**src/hw/rtl/crc8f_pkg.sv**
```systemverilog
package crc8f_pkg;

    localparam int REPORT_BYTES_DEF = 64;
    localparam int QUEUE_DEPTH      = 4;

    localparam logic [7:0] PREFIX_BYTE = 8'h3f;
    localparam logic [7:0] CRC_POLY    = 8'h07;
    localparam logic [4:0] SEQ_MAX     = 5'd31;
    localparam logic [4:0] SEQ_FIRST   = 5'd1;

    localparam int IN_DATA_W = 24;

    typedef enum logic [1:0] {
        FUNC_BEGIN   = 2'd0,
        FUNC_PAYLOAD = 2'd1,
        FUNC_END     = 2'd2
    } func_t;

    // One queued job: for begin, data is the header byte; for payload, the byte itself.
    typedef struct packed {
        func_t      kind;
        logic [7:0] data;
        logic [7:0] command;
    } job_t;

    function automatic logic [7:0] crc8_byte(input logic [7:0] crc, input logic [7:0] b);
        logic [7:0] c;
        c = crc ^ b;
        for (int i = 0; i < 8; i++) begin
            if (c[7])
                c = {c[6:0], 1'b0} ^ CRC_POLY;
            else
                c = {c[6:0], 1'b0};
        end
        return c;
    endfunction

endpackage

```
**src/hw/rtl/crc8_command_report_framer.sv**
```systemverilog
// Channel    Dir  Beat                   tdata / tuser / tlast
// s_axis     in   one command            tdata: feature, command, payload_byte; tuser: func
// m_axis     out  one report byte        tdata: report_byte, byte_index; tlast: last
//
// A payload beat yields one output byte per cycle while m_axis is ready; a begin yields
// four bytes and an end yields zero padding up to REPORT_BYTES and then the CRC byte, set by the back-end sequencer.
// Stray items, overflow payload and func 3 are dropped at the front.
// A 4-deep job queue sits between front and back; each stalls independently.
// rst_n is asynchronous and clears all control state; no clearing pass.
module crc8_command_report_framer
    import crc8f_pkg::*;
#(
    parameter int REPORT_BYTES = REPORT_BYTES_DEF
) (
    input  logic                 clk,
    input  logic                 rst_n,
    input  logic                 s_axis_tvalid,
    output logic                 s_axis_tready,
    input  logic [IN_DATA_W-1:0] s_axis_tdata,  // feature[2:0], command[10:3], payload_byte[18:11]
    input  logic [1:0]           s_axis_tuser,  // func[1:0]
    output logic                 m_axis_tvalid,
    input  logic                 m_axis_tready,
    output logic [((8 + $clog2(REPORT_BYTES + 1) + 7) / 8) * 8 - 1:0]
                                 m_axis_tdata,  // report_byte, then byte_index
    output logic                 m_axis_tlast   // last
);

    localparam int IDX_W  = $clog2(REPORT_BYTES + 1);
    localparam int OUT_W  = ((8 + IDX_W + 7) / 8) * 8;

    logic             push, pop, full, head_valid;
    job_t             push_job, head_job;
    logic [7:0]       out_byte;
    logic [IDX_W-1:0] out_index;

    crc8f_front #(.REPORT_BYTES(REPORT_BYTES)) u_front (
        .clk        (clk),
        .rst_n      (rst_n),
        .in_valid   (s_axis_tvalid),
        .in_func    (s_axis_tuser),
        .in_feature (s_axis_tdata[2:0]),
        .in_command (s_axis_tdata[10:3]),
        .in_payload (s_axis_tdata[18:11]),
        .queue_full (full),
        .in_ready   (s_axis_tready),
        .push       (push),
        .push_job   (push_job)
    );

    crc8f_queue u_queue (
        .clk        (clk),
        .rst_n      (rst_n),
        .push       (push),
        .push_job   (push_job),
        .pop        (pop),
        .full       (full),
        .head_valid (head_valid),
        .head_job   (head_job)
    );

    crc8f_back #(.REPORT_BYTES(REPORT_BYTES)) u_back (
        .clk        (clk),
        .rst_n      (rst_n),
        .head_valid (head_valid),
        .head_job   (head_job),
        .pop        (pop),
        .out_ready  (m_axis_tready),
        .out_valid  (m_axis_tvalid),
        .out_byte   (out_byte),
        .out_index  (out_index),
        .out_last   (m_axis_tlast)
    );

    assign m_axis_tdata = OUT_W'({out_index, out_byte});

endmodule

```
**src/hw/rtl/crc8f_front.sv**
```systemverilog
module crc8f_front
    import crc8f_pkg::*;
#(
    parameter int REPORT_BYTES = REPORT_BYTES_DEF
) (
    input  logic                 clk,
    input  logic                 rst_n,
    input  logic                 in_valid,
    input  logic [1:0]           in_func,
    input  logic [2:0]           in_feature,
    input  logic [7:0]           in_command,
    input  logic [7:0]           in_payload,
    input  logic                 queue_full,
    output logic                 in_ready,
    output logic                 push,
    output job_t                 push_job
);

    localparam int PAY_MAX = REPORT_BYTES - 4;
    localparam int CNT_W   = $clog2(PAY_MAX + 1);

    logic [4:0]       seq_reg, seq_next;
    logic             open_reg, open_next;
    logic [CNT_W-1:0] cnt_reg, cnt_next;
    logic             accept;
    logic [4:0]       seq_inc;

    assign in_ready = !queue_full;
    assign accept   = in_valid && in_ready;
    assign seq_inc  = (seq_reg == SEQ_MAX) ? SEQ_FIRST : seq_reg + 5'd1;

    // Shadow of the frame state, tracked in accept order so the back end
    // only ever sees jobs that produce output.
    always_comb
    begin
        seq_next      = seq_reg;
        open_next     = open_reg;
        cnt_next      = cnt_reg;
        push          = 1'b0;
        push_job.kind    = FUNC_BEGIN;
        push_job.data    = in_payload;
        push_job.command = in_command;
        if (accept)
        begin
            case (in_func)
                FUNC_BEGIN:
                begin
                    seq_next      = seq_inc;
                    open_next     = 1'b1;
                    cnt_next      = '0;
                    push          = 1'b1;
                    push_job.kind = FUNC_BEGIN;
                    push_job.data = {seq_inc, in_feature};
                end
                FUNC_PAYLOAD:
                begin
                    if (open_reg && (cnt_reg < CNT_W'(PAY_MAX)))
                    begin
                        cnt_next      = cnt_reg + CNT_W'(1);
                        push          = 1'b1;
                        push_job.kind = FUNC_PAYLOAD;
                    end
                end
                FUNC_END:
                begin
                    if (open_reg)
                    begin
                        open_next     = 1'b0;
                        push          = 1'b1;
                        push_job.kind = FUNC_END;
                    end
                end
                default:
                begin
                    push = 1'b0;
                end
            endcase
        end
    end

    always_ff @(posedge clk or negedge rst_n)
    begin
        if (!rst_n)
        begin
            seq_reg  <= '0;
            open_reg <= 1'b0;
            cnt_reg  <= '0;
        end
        else
        begin
            seq_reg  <= seq_next;
            open_reg <= open_next;
            cnt_reg  <= cnt_next;
        end
    end

endmodule

```
**src/hw/rtl/crc8f_queue.sv**
```systemverilog
module crc8f_queue
    import crc8f_pkg::*;
(
    input  logic clk,
    input  logic rst_n,
    input  logic push,
    input  job_t push_job,
    input  logic pop,
    output logic full,
    output logic head_valid,
    output job_t head_job
);

    localparam int PTR_W = $clog2(QUEUE_DEPTH);
    localparam int CNT_W = $clog2(QUEUE_DEPTH + 1);

    job_t             mem [QUEUE_DEPTH];
    logic [PTR_W-1:0] wr_reg, wr_next;
    logic [PTR_W-1:0] rd_reg, rd_next;
    logic [CNT_W-1:0] cnt_reg, cnt_next;
    logic             do_push, do_pop;

    assign full       = (cnt_reg == CNT_W'(QUEUE_DEPTH));
    assign head_valid = (cnt_reg != '0);
    assign head_job   = mem[rd_reg];
    assign do_push    = push && !full;
    assign do_pop     = pop && head_valid;

    always_comb
    begin
        wr_next  = wr_reg;
        rd_next  = rd_reg;
        cnt_next = cnt_reg;
        if (do_push)
            wr_next = (wr_reg == PTR_W'(QUEUE_DEPTH - 1)) ? '0 : wr_reg + PTR_W'(1);
        if (do_pop)
            rd_next = (rd_reg == PTR_W'(QUEUE_DEPTH - 1)) ? '0 : rd_reg + PTR_W'(1);
        if (do_push && !do_pop)
            cnt_next = cnt_reg + CNT_W'(1);
        else if (do_pop && !do_push)
            cnt_next = cnt_reg - CNT_W'(1);
    end

    always_ff @(posedge clk)
    begin
        if (do_push)
            mem[wr_reg] <= push_job;
    end

    always_ff @(posedge clk or negedge rst_n)
    begin
        if (!rst_n)
        begin
            wr_reg  <= '0;
            rd_reg  <= '0;
            cnt_reg <= '0;
        end
        else
        begin
            wr_reg  <= wr_next;
            rd_reg  <= rd_next;
            cnt_reg <= cnt_next;
        end
    end

endmodule

```
**src/hw/rtl/crc8f_back.sv**
```systemverilog
module crc8f_back
    import crc8f_pkg::*;
#(
    parameter int REPORT_BYTES = REPORT_BYTES_DEF
) (
    input  logic                                clk,
    input  logic                                rst_n,
    input  logic                                head_valid,
    input  job_t                                head_job,
    output logic                                pop,
    input  logic                                out_ready,
    output logic                                out_valid,
    output logic [7:0]                          out_byte,
    output logic [$clog2(REPORT_BYTES + 1)-1:0] out_index,
    output logic                                out_last
);

    localparam int IDX_W = $clog2(REPORT_BYTES + 1);

    logic [IDX_W-1:0] pos_reg, pos_next;
    logic [7:0]       crc_reg, crc_next;
    logic [1:0]       step_reg, step_next;
    logic             valid_reg, valid_next;
    logic [7:0]       byte_reg, byte_next;
    logic [IDX_W-1:0] index_reg, index_next;
    logic             last_reg, last_next;
    logic             advance, emit;
    logic [7:0]       crc_upd;
    logic [7:0]       cur_byte;

    assign advance = !valid_reg || out_ready;
    assign emit    = head_valid && advance;
    assign crc_upd = crc8_byte(crc_reg, cur_byte);

    // Byte that the head job puts out at this beat, before the CRC step.
    always_comb
    begin
        case (head_job.kind)
            FUNC_BEGIN:
            begin
                case (step_reg)
                    2'd0:    cur_byte = 8'h00;
                    2'd1:    cur_byte = PREFIX_BYTE;
                    2'd2:    cur_byte = head_job.data;
                    default: cur_byte = head_job.command;
                endcase
            end
            FUNC_PAYLOAD: cur_byte = head_job.data;
            default:      cur_byte = 8'h00;
        endcase
    end

    always_comb
    begin
        pos_next   = pos_reg;
        crc_next   = crc_reg;
        step_next  = step_reg;
        valid_next = valid_reg;
        byte_next  = byte_reg;
        index_next = index_reg;
        last_next  = last_reg;
        pop        = 1'b0;
        if (advance)
            valid_next = 1'b0;
        if (emit)
        begin
            valid_next = 1'b1;
            byte_next  = cur_byte;
            last_next  = 1'b0;
            case (head_job.kind)
                FUNC_BEGIN:
                begin
                    index_next = IDX_W'(step_reg);
                    pos_next   = IDX_W'(step_reg) + IDX_W'(1);
                    // the leading zero byte and prefix stay out of the CRC
                    crc_next   = step_reg[1] ? crc_upd : 8'h00;
                    step_next  = step_reg + 2'd1;
                    pop        = (step_reg == 2'd3);
                end
                FUNC_PAYLOAD:
                begin
                    index_next = pos_reg;
                    pos_next   = pos_reg + IDX_W'(1);
                    crc_next   = crc_upd;
                    pop        = 1'b1;
                end
                default:
                begin
                    if (pos_reg < IDX_W'(REPORT_BYTES))
                    begin
                        index_next = pos_reg;
                        pos_next   = pos_reg + IDX_W'(1);
                        crc_next   = crc_upd;
                    end
                    else
                    begin
                        byte_next  = crc_reg;
                        index_next = IDX_W'(REPORT_BYTES);
                        last_next  = 1'b1;
                        pos_next   = '0;
                        crc_next   = 8'h00;
                        pop        = 1'b1;
                    end
                end
            endcase
        end
    end

    always_ff @(posedge clk or negedge rst_n)
    begin
        if (!rst_n)
        begin
            pos_reg   <= '0;
            crc_reg   <= '0;
            step_reg  <= '0;
            valid_reg <= 1'b0;
        end
        else
        begin
            pos_reg   <= pos_next;
            crc_reg   <= crc_next;
            step_reg  <= step_next;
            valid_reg <= valid_next;
        end
    end

    always_ff @(posedge clk)
    begin
        byte_reg  <= byte_next;
        index_reg <= index_next;
        last_reg  <= last_next;
    end

    assign out_valid = valid_reg;
    assign out_byte  = byte_reg;
    assign out_index = index_reg;
    assign out_last  = last_reg;

endmodule
```
**config.mk**
```make
export PLATFORM = sky130hd
export DESIGN_NAME = crc8_command_report_framer
export DESIGN_NICKNAME = d
export VERILOG_FILES = /design/src/hw/rtl/crc8f_pkg.sv /design/src/hw/rtl/crc8_command_report_framer.sv /design/src/hw/rtl/crc8f_front.sv /design/src/hw/rtl/crc8f_queue.sv /design/src/hw/rtl/crc8f_back.sv
export SDC_FILE = /design/constraint.sdc
export NUM_CORES = 1
export LEC_CHECK = 0
export ABC_AREA = 1
export BUFFER_PORTS_ARGS = -buffer_cell sky130_fd_sc_hd__buf_2
export CAP_MARGIN = 20
export CORE_MARGIN = 5
export CORE_UTILIZATION = 50
export DETAILED_ROUTE_END_ITERATION = 10
export HOLD_SLACK_MARGIN = 0.02
export PLACE_DENSITY_LB_ADDON = 0.12
export SYNTH_ARGS = -nofsm -noshare
export SYNTH_HDL_FRONTEND = slang
export SYNTH_HIERARCHICAL = 1
export SYNTH_SLANG_ARGS = --single-unit
```
**constraint.sdc**
```tcl
create_clock -name clk -period 8.82 [get_ports clk]
set_input_delay 0.882 -clock clk [delete_from_list [all_inputs] [get_ports clk]]
set_output_delay 0.882 -clock clk [all_outputs]
set_load 0.005 [all_outputs]
```
Word-level counts from Yosys, hierarchy flattened:

Memories as Yosys holds them, arrays and structs flattened.
Index checks and enable logic that the tools add are counted.

* flip-flop bits (word level): 53
* memory bits (writable): 72
* input bits: 30
* output and inout bits: 19
* logic and storage cells: 113
* memories: 1

* add/sub/neg operators: 9
* order comparisons: 2
* equal/unequal tests: 11
* multiplexer cells: 43
* bitwise gates (word level): 9
* reduce and logical (&&, ||, !) cells: 25

Memories
* u_queue.mem: depth 4, width 18, read ports 1, clocked after Yosys merged registers in 0, write ports 1, line crc8f_queue.sv:17 `job_t mem [QUEUE_DEPTH];`

Operators by type and width (count)
* $mux 8: 5
* $pmux 8 s2: 2
* $mux 3: 10
* $pmux 7 s2: 2
* $not 3->3: 8
* $pmux 8 s3: 1
* $mux 7: 2
* $pmux 6 s2: 1
* $eq 2x2->1 const B: 5
* $mux 1: 10
* $mux 10: 1
* $reduce_bool 2->1: 4
* $xor 8x8->8: 1
* $add 7x1->7 const B: 1
* $logic_and 1x1->1: 7
* $lt 7x7->1 const B: 1
* $add 2x1->2 const B: 3
* $add 6x1->6 const B: 1
* $eq 2x1->1 const B: 3
* $logic_not 2->1: 3
* $lt 6x6->1 const B: 1
* $mux 2: 3
* $mux 6: 1
* $reduce_and 2->1: 3
* other kinds (16): 20

Depth between registers and ports, before layout:

Gate-level depths: netlist of the first run.

* word-level depth: 22
* gate-level depth with buffers: 19
* gate-level depth less buffers: 18

Hierarchy:

Netlist of the first run, hierarchy kept.

Modules (own cells, without submodules)
* crc8f_queue: times used 1, cells an instance 269, area each 3349.5 sq um, seq. area each 2337.2 sq um
* crc8f_back: times used 1, cells an instance 286, area each 2093.3 sq um, seq. area each 930.9 sq um
* crc8f_front: times used 1, cells an instance 132, area each 972.2 sq um, seq. area each 300.3 sq um
* crc8_command_report_framer: times used 1, cells an instance 2, area each 11.3 sq um, seq. area each 0.0 sq um

Worst setup path before layout of the first run:

No wires, ideal clock.

* path type: input port to flip-flop
* from: in m_axis_tready
* to: reg u_queue.cnt_reg[1]
* arrival: 3134 ps
* path slack: 5560 ps
* stages on the path: 13
* path buffers: 1
* cells stage by stage: inv_1 nand2_1 nand2_1 inv_1 clkbuf_1 o21ai_0 a21oi_1 nand2_1 ha_1 inv_1 fa_1 nand2_1 o21ai_0

* longest elaborated chain between the ends: 7

Ends and longest elaborated chain
* from (decl): line crc8_command_report_framer.sv:22 `input logic m_axis_tready,`
* $logic_or 1x1->1: line crc8f_back.sv:31 `assign advance = !valid_reg || out_ready;`
* $logic_and 1x1->1: line crc8f_back.sv:32 `assign emit = head_valid && advance;`
* via u_back.emit: line crc8f_back.sv:27 `logic advance, emit;`
* $mux 1: line crc8f_back.sv:65 `if (emit)`
* via pop: line crc8_command_report_framer.sv:31 `logic push, pop, full, head_valid;`
* $logic_and 1x1->1: line crc8f_queue.sv:27 `assign do_pop = pop && head_valid;`
* $logic_not 1->1: line crc8f_queue.sv:38 `if (do_push && !do_pop)`
* $logic_and 1x1->1: line crc8f_queue.sv:38
* $mux 3: line crc8f_queue.sv:38
* via u_queue.cnt_next[1]: line crc8f_queue.sv:20 `logic [CNT_W-1:0] cnt_reg, cnt_next;`
* to (signal assigned): line crc8f_queue.sv:62 `cnt_reg <= cnt_next;`
* to (decl): line crc8f_queue.sv:20

The timed path passes the listed nets, and every way through them passes these cells.
A chain may end at the register's enable or synchronous reset.

Final worst setup path of the first run:

* from: reg u_queue.cnt_reg[0]
* to: reg u_queue.cnt_reg[1]

RTL lines
* $reduce_bool 3->1: line crc8f_queue.sv:24 `assign head_valid = (cnt_reg != '0);`
* via head_valid: line crc8_command_report_framer.sv:31
* $logic_and 1x1->1: line crc8f_back.sv:32
* $mux 1: line crc8f_back.sv:65
* via pop: line crc8_command_report_framer.sv:31
* $logic_and 1x1->1: line crc8f_queue.sv:27
* $logic_not 1->1: line crc8f_queue.sv:38
* $logic_and 1x1->1: line crc8f_queue.sv:38
* $mux 3: line crc8f_queue.sv:38
* via u_queue.cnt_next[1]: line crc8f_queue.sv:20

The timed path passes the listed nets, and every way through them passes these cells. The select of a mux whose other input is x is not followed.

==> results of run 1 <==
## cell type report
class	instances	area share, %
Clock inverter	14	1.90
Inverter	109	5.64
Multi-Input combinational cell	430	30.7
Tap cell	172	2.95
Timing Repair Buffer	49	3.95
Sequential cell	125	48.9
Clock buffer	18	5.88
## critical path, cell delays in order, from the launching register on
cell     delay (ps)
dfrtp_1         420
inv_1            80
nand3_1         200
nand2_1         380
inv_1           840
o21ai_0         220
a21oi_1         340
nand2_1         150
ha_1            210
inv_1            90
fa_1            410
nand2_1          70
o21ai_0          70
## cells in the mapped netlist, types with 2 or more instances
| library cell | instances |
|---|---|
| nor2_4 | 2 |
| xnor2_1 | 4 |
| nand2_2 | 2 |
| buf_6 | 9 |
| or2_2 | 2 |
| a21oi_1 | 6 |
| xor2_1 | 3 |
| buf_4 | 11 |
| ha_1 | 19 |
| o211ai_1 | 41 |
| inv_1 | 102 |
| o21ai_0 | 17 |
| nand2_1 | 234 |
| nand3_2 | 2 |
| inv_2 | 6 |
| nand4_1 | 3 |
| nor3_1 | 3 |
| nor2_1 | 29 |
| edfxtp_1 | 88 |
| o21ai_1 | 2 |
| o22ai_1 | 3 |
| buf_2 | 2 |
| o211ai_2 | 3 |
| dfrtp_1 | 37 |
| nand2_4 | 3 |
| clkbuf_1 | 3 |
| nand3_1 | 41 |
## placed cells by master (no fill, tap or decap), types with 3 or more instances in the layout
master     count
nand2_1      234
inv_1        102
edfxtp_1      88
buf_2         42
nand3_1       41
o211ai_1      41
dfrtp_1       36
nor2_1        29
ha_1          19
clkbuf_16     17
o21ai_0       17
inv_2          6
a21oi_1        6
clkinv_4       5
buf_4          5
xnor2_1        4
nor3_1         3
o22ai_1        3
xor2_1         3
nand2_4        3
nand4_1        3
o211ai_2       3
## per-layer routing
metal	share of wire, %	vias up	GRT usage, %
met2	48	88	28.9
met5	0	-	0
met1	46	2129	22.1
li1	-	2331	-
met4	1.6	0	7.54
met3	4.6	19	4.57
## worst paths after layout
check                                     endpoint  slack, ps  cells past startpoint
worst max-delay path            u_queue/cnt_reg[1]       5200                     12
worst min-delay path             u_back/pos_reg[5]        390                      1
worst max register to register  u_queue/cnt_reg[1]       5200                     12
worst min register to register  u_front/seq_reg[4]        480                      2
max in group asynchronous        u_queue/rd_reg[0]       7910                      2
min in group clk                u_front/seq_reg[4]        480                      2
## cell families (layout without fill, tap and decap cells)
family                   Yosys count  count (layout)  synth area share [%]
flip-flops                       125             125                  55.5
AND/OR/NAND/NOR                  324             324                  21.3
buffers and inverters            134             190                  9.60
other                              1               1                0.0584
AO/OA/AOI/OAI                     77              77                  8.26
adder cells (fa/ha/maj)           20              20                  4.01
XOR/XNOR                           8               8                  1.21
## stage by stage
step / cell area [um2] / hold WS [ps]
6_report: 7290 / 393
4_1_cts: 7250 / 484
2_1_floorplan: 6430 / 448
5_1_grt: 7290 / 406
3_3_place_gp: 6690 / 468
3_5_place_dp: 6690 / 471
## report_power, final
part / leakage [nW] / internal, mW / switching [mW]
Clock: 0.275 / 0.393 / 0.268
Combinational: 1.86 / 0.380 / 0.736
Sequential: 1.28 / 0.793 / 0.0799
Total: 3.42 / 1.57 / 1.08
==> reports/qor.csv, run 1 <==
stage,metric,value,unit
outcome,outcome,"finished, final reports clean",
synth,post-synth design cell area,6430,um2
routing,drt total wl,12.4,mm
clock_tree,TritonCTS Buffers,17,
global_route,first-pass GRT wire length,20.4,mm
synth,post-synthesis register bit count,125,
pwr,Pleak,3.42,nW
routing,WL/cell,13.5,um
synth,async set-reset flop share out of synthesis,29.6,%
sta,min Tclk post-route,3620,ps
routing,DRC Markers,0,
global_route,antenna violations before repair,0,
clock_tree,post_cts resized,0,
global_route,largest net degree at the start of global routing,76,
synth,ys flop type,edfxtp_1,
synth,ranking of synthesized cells by area,"edfxtp_1 41%, dfrtp_1 14%, nand2_1 14%",
sta,Final Hold Vio Count,0,
routing,antenna-violating nets left,0,
clock_tree,Max clock buf depth,2,
floorplan,Die W,123,um
sta,Worst Tran Pin Value,948,ps
worst_setup_path,CP max FO,28,
floorplan,row count,41,
sta,"Period Utilization, post-route",41.0,%
worst_setup_path,crit path capture type,register,
routing,Vias,4567,
sta,final-report max-slew violation count,0,
flow_run,total of max-cap violations,0,
routing,iteration count of the initial detailed-routing pass,4,
floorplan,io pins,49,
hold_path,min-delay worst type,in2async,
sta,FMAX,277,MHz
clock_tree,CTS tree,yes,
pwr,Pwr Total,2.65,mW
global_route,vias in the first global route,4355,
synth,synth unique cells,39,
clock_tree,Root Driver,clkbuf_16,
floorplan,Initial Util,50.9,%
routing,initial drt markers,222,
place,Final HPWL DP,8.37,mm
synth,Synth top area share,41.1,%
worst_setup_path,kind of critical path,reg2reg,
place,placed insts,883,
global_route,remaining global-route overflow,0,
layout,sequential cell area,3570,um2
sta,Clock Skew,5.84,ps
layout,"non-filler cells, final",917,
worst_setup_path,CP Data Arrival Time,3910,ps
sta,unrepaired setup endpoints after global routing,no,
clock_tree,Clock Latency Late Sink,420,ps
synth,Synth Area per Inst,9.33,um2
floorplan,Die Y,123,um
layout,Util after Layout,57.8,%
clock_tree,Post-CTS Setup Inserts,0,
place,GPL Wtd Cong,0.893,
layout,area grow syn2layout,13.5,%
clock_tree,"CTS clk-pin slew, worst paths",60,ps
layout,share of cells above drive strength 1,14.4,%
floorplan,DIE AREA,15200,um2
layout,multi-input logic area,2240,um2
place,pre-CTS setup slack,4760,ps
worst_setup_path,RR Startpoint,u_queue/cnt_reg[0],
sta,Final Worst Setup Slack,5200,ps
synth,syn_nets,739,
layout,fill count,1118,
layout,Diodes inserted,0,
sta,slew margin rel.,36.7,%
worst_setup_path,Worst setup startpoint,u_queue/cnt_reg[0],
place,port bufs,42,
pwr,Worst VDD drop,177,uV
synth,synth warn,6,
clock_tree,H-tree levels,4,
routing,vias per cell,4.98,
worst_setup_path,crit start category,register,
synth,post-synth top area cell,edfxtp_1,
sta,setup_tns,0,ps
floorplan,core footprint,12600,um2
layout,Final nets,782,
synth,Post-synth EDFFs,88,
global_route,Tot GR Track Use,17.6,%
sta,Setup-failing EPs final,0,
synth,"Seq/Total Area, Yosys",55.5,%
layout,max FFs per register,72,
synth,cells after synthesis,689,
worst_setup_path,Worst EP required,9110,ps
pwr,pwr dens,363,nW/um2
clock_tree,clk sinks,125,
clock_tree,Post-CTS Hold Fix Bufs,0,
Power figures use the tool's default switching activity.
==> run 2: changes to the inputs <==
Clock period 8.82 ns to 3.4 ns, I/O delays scaled along.
==> run 2 against run 1 <==
Effect of this change: utilization shrank 0.12 points; sequential share of layout area grew 0.10 points; highest routed layer unchanged; sequential cell count is the same; non-clock buffer count grew 5; combinational power grew to 2.6 times the previous value; largest power group unchanged; cell area shrank 0.21%; setup slack lost 4500 ps; critical path depth grew 4; via count shrank 0.31%.
==> reports/qor.csv, run 2 (same netlist as run 1, synthesis figures left out) <==
stage,metric,value,unit
outcome,outcome,"finished, final reports clean",
place,pre-CTS setup slack,694,ps
global_route,largest net degree at the start of global routing,45,
global_route,met2 Use GR,29.8,%
clock_tree,clk sinks,125,
hold_path,min-delay worst type,in2async,
pwr,Worst VDD drop,455,uV
clock_tree,Root Driver,clkbuf_16,
routing,initial drt markers,367,
global_route,met1 usage,22.4,%
clock_tree,TritonCTS Buffers,17,
sta,Worst Tran Pin Value,974,ps
flow_run,total of max-cap violations,0,
floorplan,Initial Util,50.9,%
place,GPL Wtd Cong,0.882,
sta,min Tclk post-route,2700,ps
floorplan,Die Y,123,um
clock_tree,Post-CTS Setup Inserts,0,
layout,most frequent cells in the layout,"234 x nand2_1, 102 x inv_1, 88 x edfxtp_1",
floorplan,core footprint,12600,um2
routing,Vias,4553,
worst_setup_path,CP max FO,25,
sta,final-report max-slew violation count,0,
sta,Setup-failing EPs final,0,
global_route,antenna violations before repair,0,
place,port bufs,42,
floorplan,row count,41,
routing,drt total wl,12.5,mm
sta,Final Hold Vio Count,0,
worst_setup_path,kind of critical path,reg2reg,
layout,share of cells above drive strength 1,14.9,%
global_route,vias in the first global route,4375,
worst_setup_path,RR Startpoint,u_queue/rd_reg[0],
clock_tree,Max clock buf depth,2,
sta,setup_tns,0,ps
pwr,Pleak,3.42,nW
sta,Final Worst Setup Slack,702,ps
floorplan,Die W,123,um
clock_tree,Post-CTS Hold Fix Bufs,0,
floorplan,io pins,49,
routing,iteration count of the initial detailed-routing pass,5,
sta,"Period Utilization, post-route",79.4,%
global_route,remaining global-route overflow,0,
global_route,busiest grt layer,met2,
worst_setup_path,worst reg2reg endpoint,u_queue/cnt_reg[2],
routing,WL/cell,13.6,um
clock_tree,"CTS clk-pin slew, worst paths",60,ps
worst_setup_path,crit start category,register,
clock_tree,H-tree levels,4,
layout,Final nets,787,
global_route,met3 Use GR,5.40,%
sta,FMAX,371,MHz
global_route,Tot GR Track Use,17.9,%
worst_setup_path,CP Data Arrival Time,3000,ps
worst_setup_path,flop2flop setup slack,700,ps
routing,DRC Markers,0,
layout,"most common cell after layout, fill and taps aside",nand2_1,
clock_tree,CTS tree,yes,
worst_setup_path,crit path capture type,register,
clock_tree,Clock Latency Late Sink,410,ps
sta,unrepaired setup endpoints after global routing,no,
worst_setup_path,Worst EP required,3700,ps
layout,Diodes inserted,0,
routing,antenna-violating nets left,0,
pwr,pwr dens,938,nW/um2
clock_tree,post_cts resized,0,
layout,max FFs per register,72,
sta,Clock Skew,6.91,ps
layout,area grow syn2layout,13.3,%
routing,vias per cell,4.94,
worst_setup_path,worst reg2reg path depth,16,
global_route,first-pass GRT wire length,20.7,mm
floorplan,DIE AREA,15200,um2
place,Final HPWL DP,8.52,mm
sta,slew margin rel.,35.1,%
## run 2: cell types whose count changed in the layout (fill, tap and decap cells not counted), sizes merged
cell    change
bufinv      -1
clkbuf      -1
inv         +1
clkinv      +1
buf         +5
## run 2: critical path, stage by stage, from the launching register on
cell      delay (ps)
dfrtp_2          430
buf_4            280
nand2_1           90
o211ai_1          80
nand2_1          120
nor2_4           130
inv_2             90
o21ai_0          140
a21oi_1          110
nand2_1          150
ha_1             180
inv_1             70
fa_1             380
nand2_1          110
nand3_1           90
nand2_1           80
nand2_1           50
## run 2: stage by stage
step / utilization [%] / power [mW] / area (um2) / hold WS (ps) / std cells
2_1_floorplan: - / 4.54 / 6430 / 44.4 / 689
3_3_place_gp: 53.4 / 5.13 / 6740 / 470 / 890
3_5_place_dp: 53.4 / 5.23 / 6740 / 474 / 890
4_1_cts: 57.7 / 6.88 / 7280 / 117 / 922
5_1_grt: 57.7 / 7.42 / 7280 / 122 / 922
6_report: 57.7 / 6.83 / 7280 / 86.8 / 922
## run 2: power breakdown
part,switching [mW],internal [mW]
sequential,0.203,2.06
clock,0.692,0.940
combinational,1.93,1.01
## run 2: cell type report
cell class	instances	area [um2]
clock inverters	15	115
fillers	1094	5340
inverters	109	412
flip-flops and latches	125	3570
clock buffers	17	425
multi-input cells	430	2240
repair buffers	54	300
well taps	172	215
## run 2: layer usage
metal	wire, um	vias up
met5	0	-
met1	5750	2118
met3	514	8
met4	127	0
met2	6140	84
li1	-	2343
## run 2: worst max path at each step
stage	start	to	slack, ps	depth (start not counted)
2_1_floorplan	u_queue/cnt_reg[0]	u_queue/cnt_reg[1]	510	13
3_3_place_gp	u_queue/rd_reg[0]	u_queue/cnt_reg[1]	770	14
3_5_place_dp	u_queue/rd_reg[0]	u_queue/cnt_reg[1]	690	14
4_1_cts	u_queue/rd_reg[0]	u_queue/cnt_reg[2]	690	16
5_1_grt	u_queue/rd_reg[0]	u_back/crc_reg[4]	390	15
6_report	u_queue/rd_reg[0]	u_queue/cnt_reg[2]	700	16
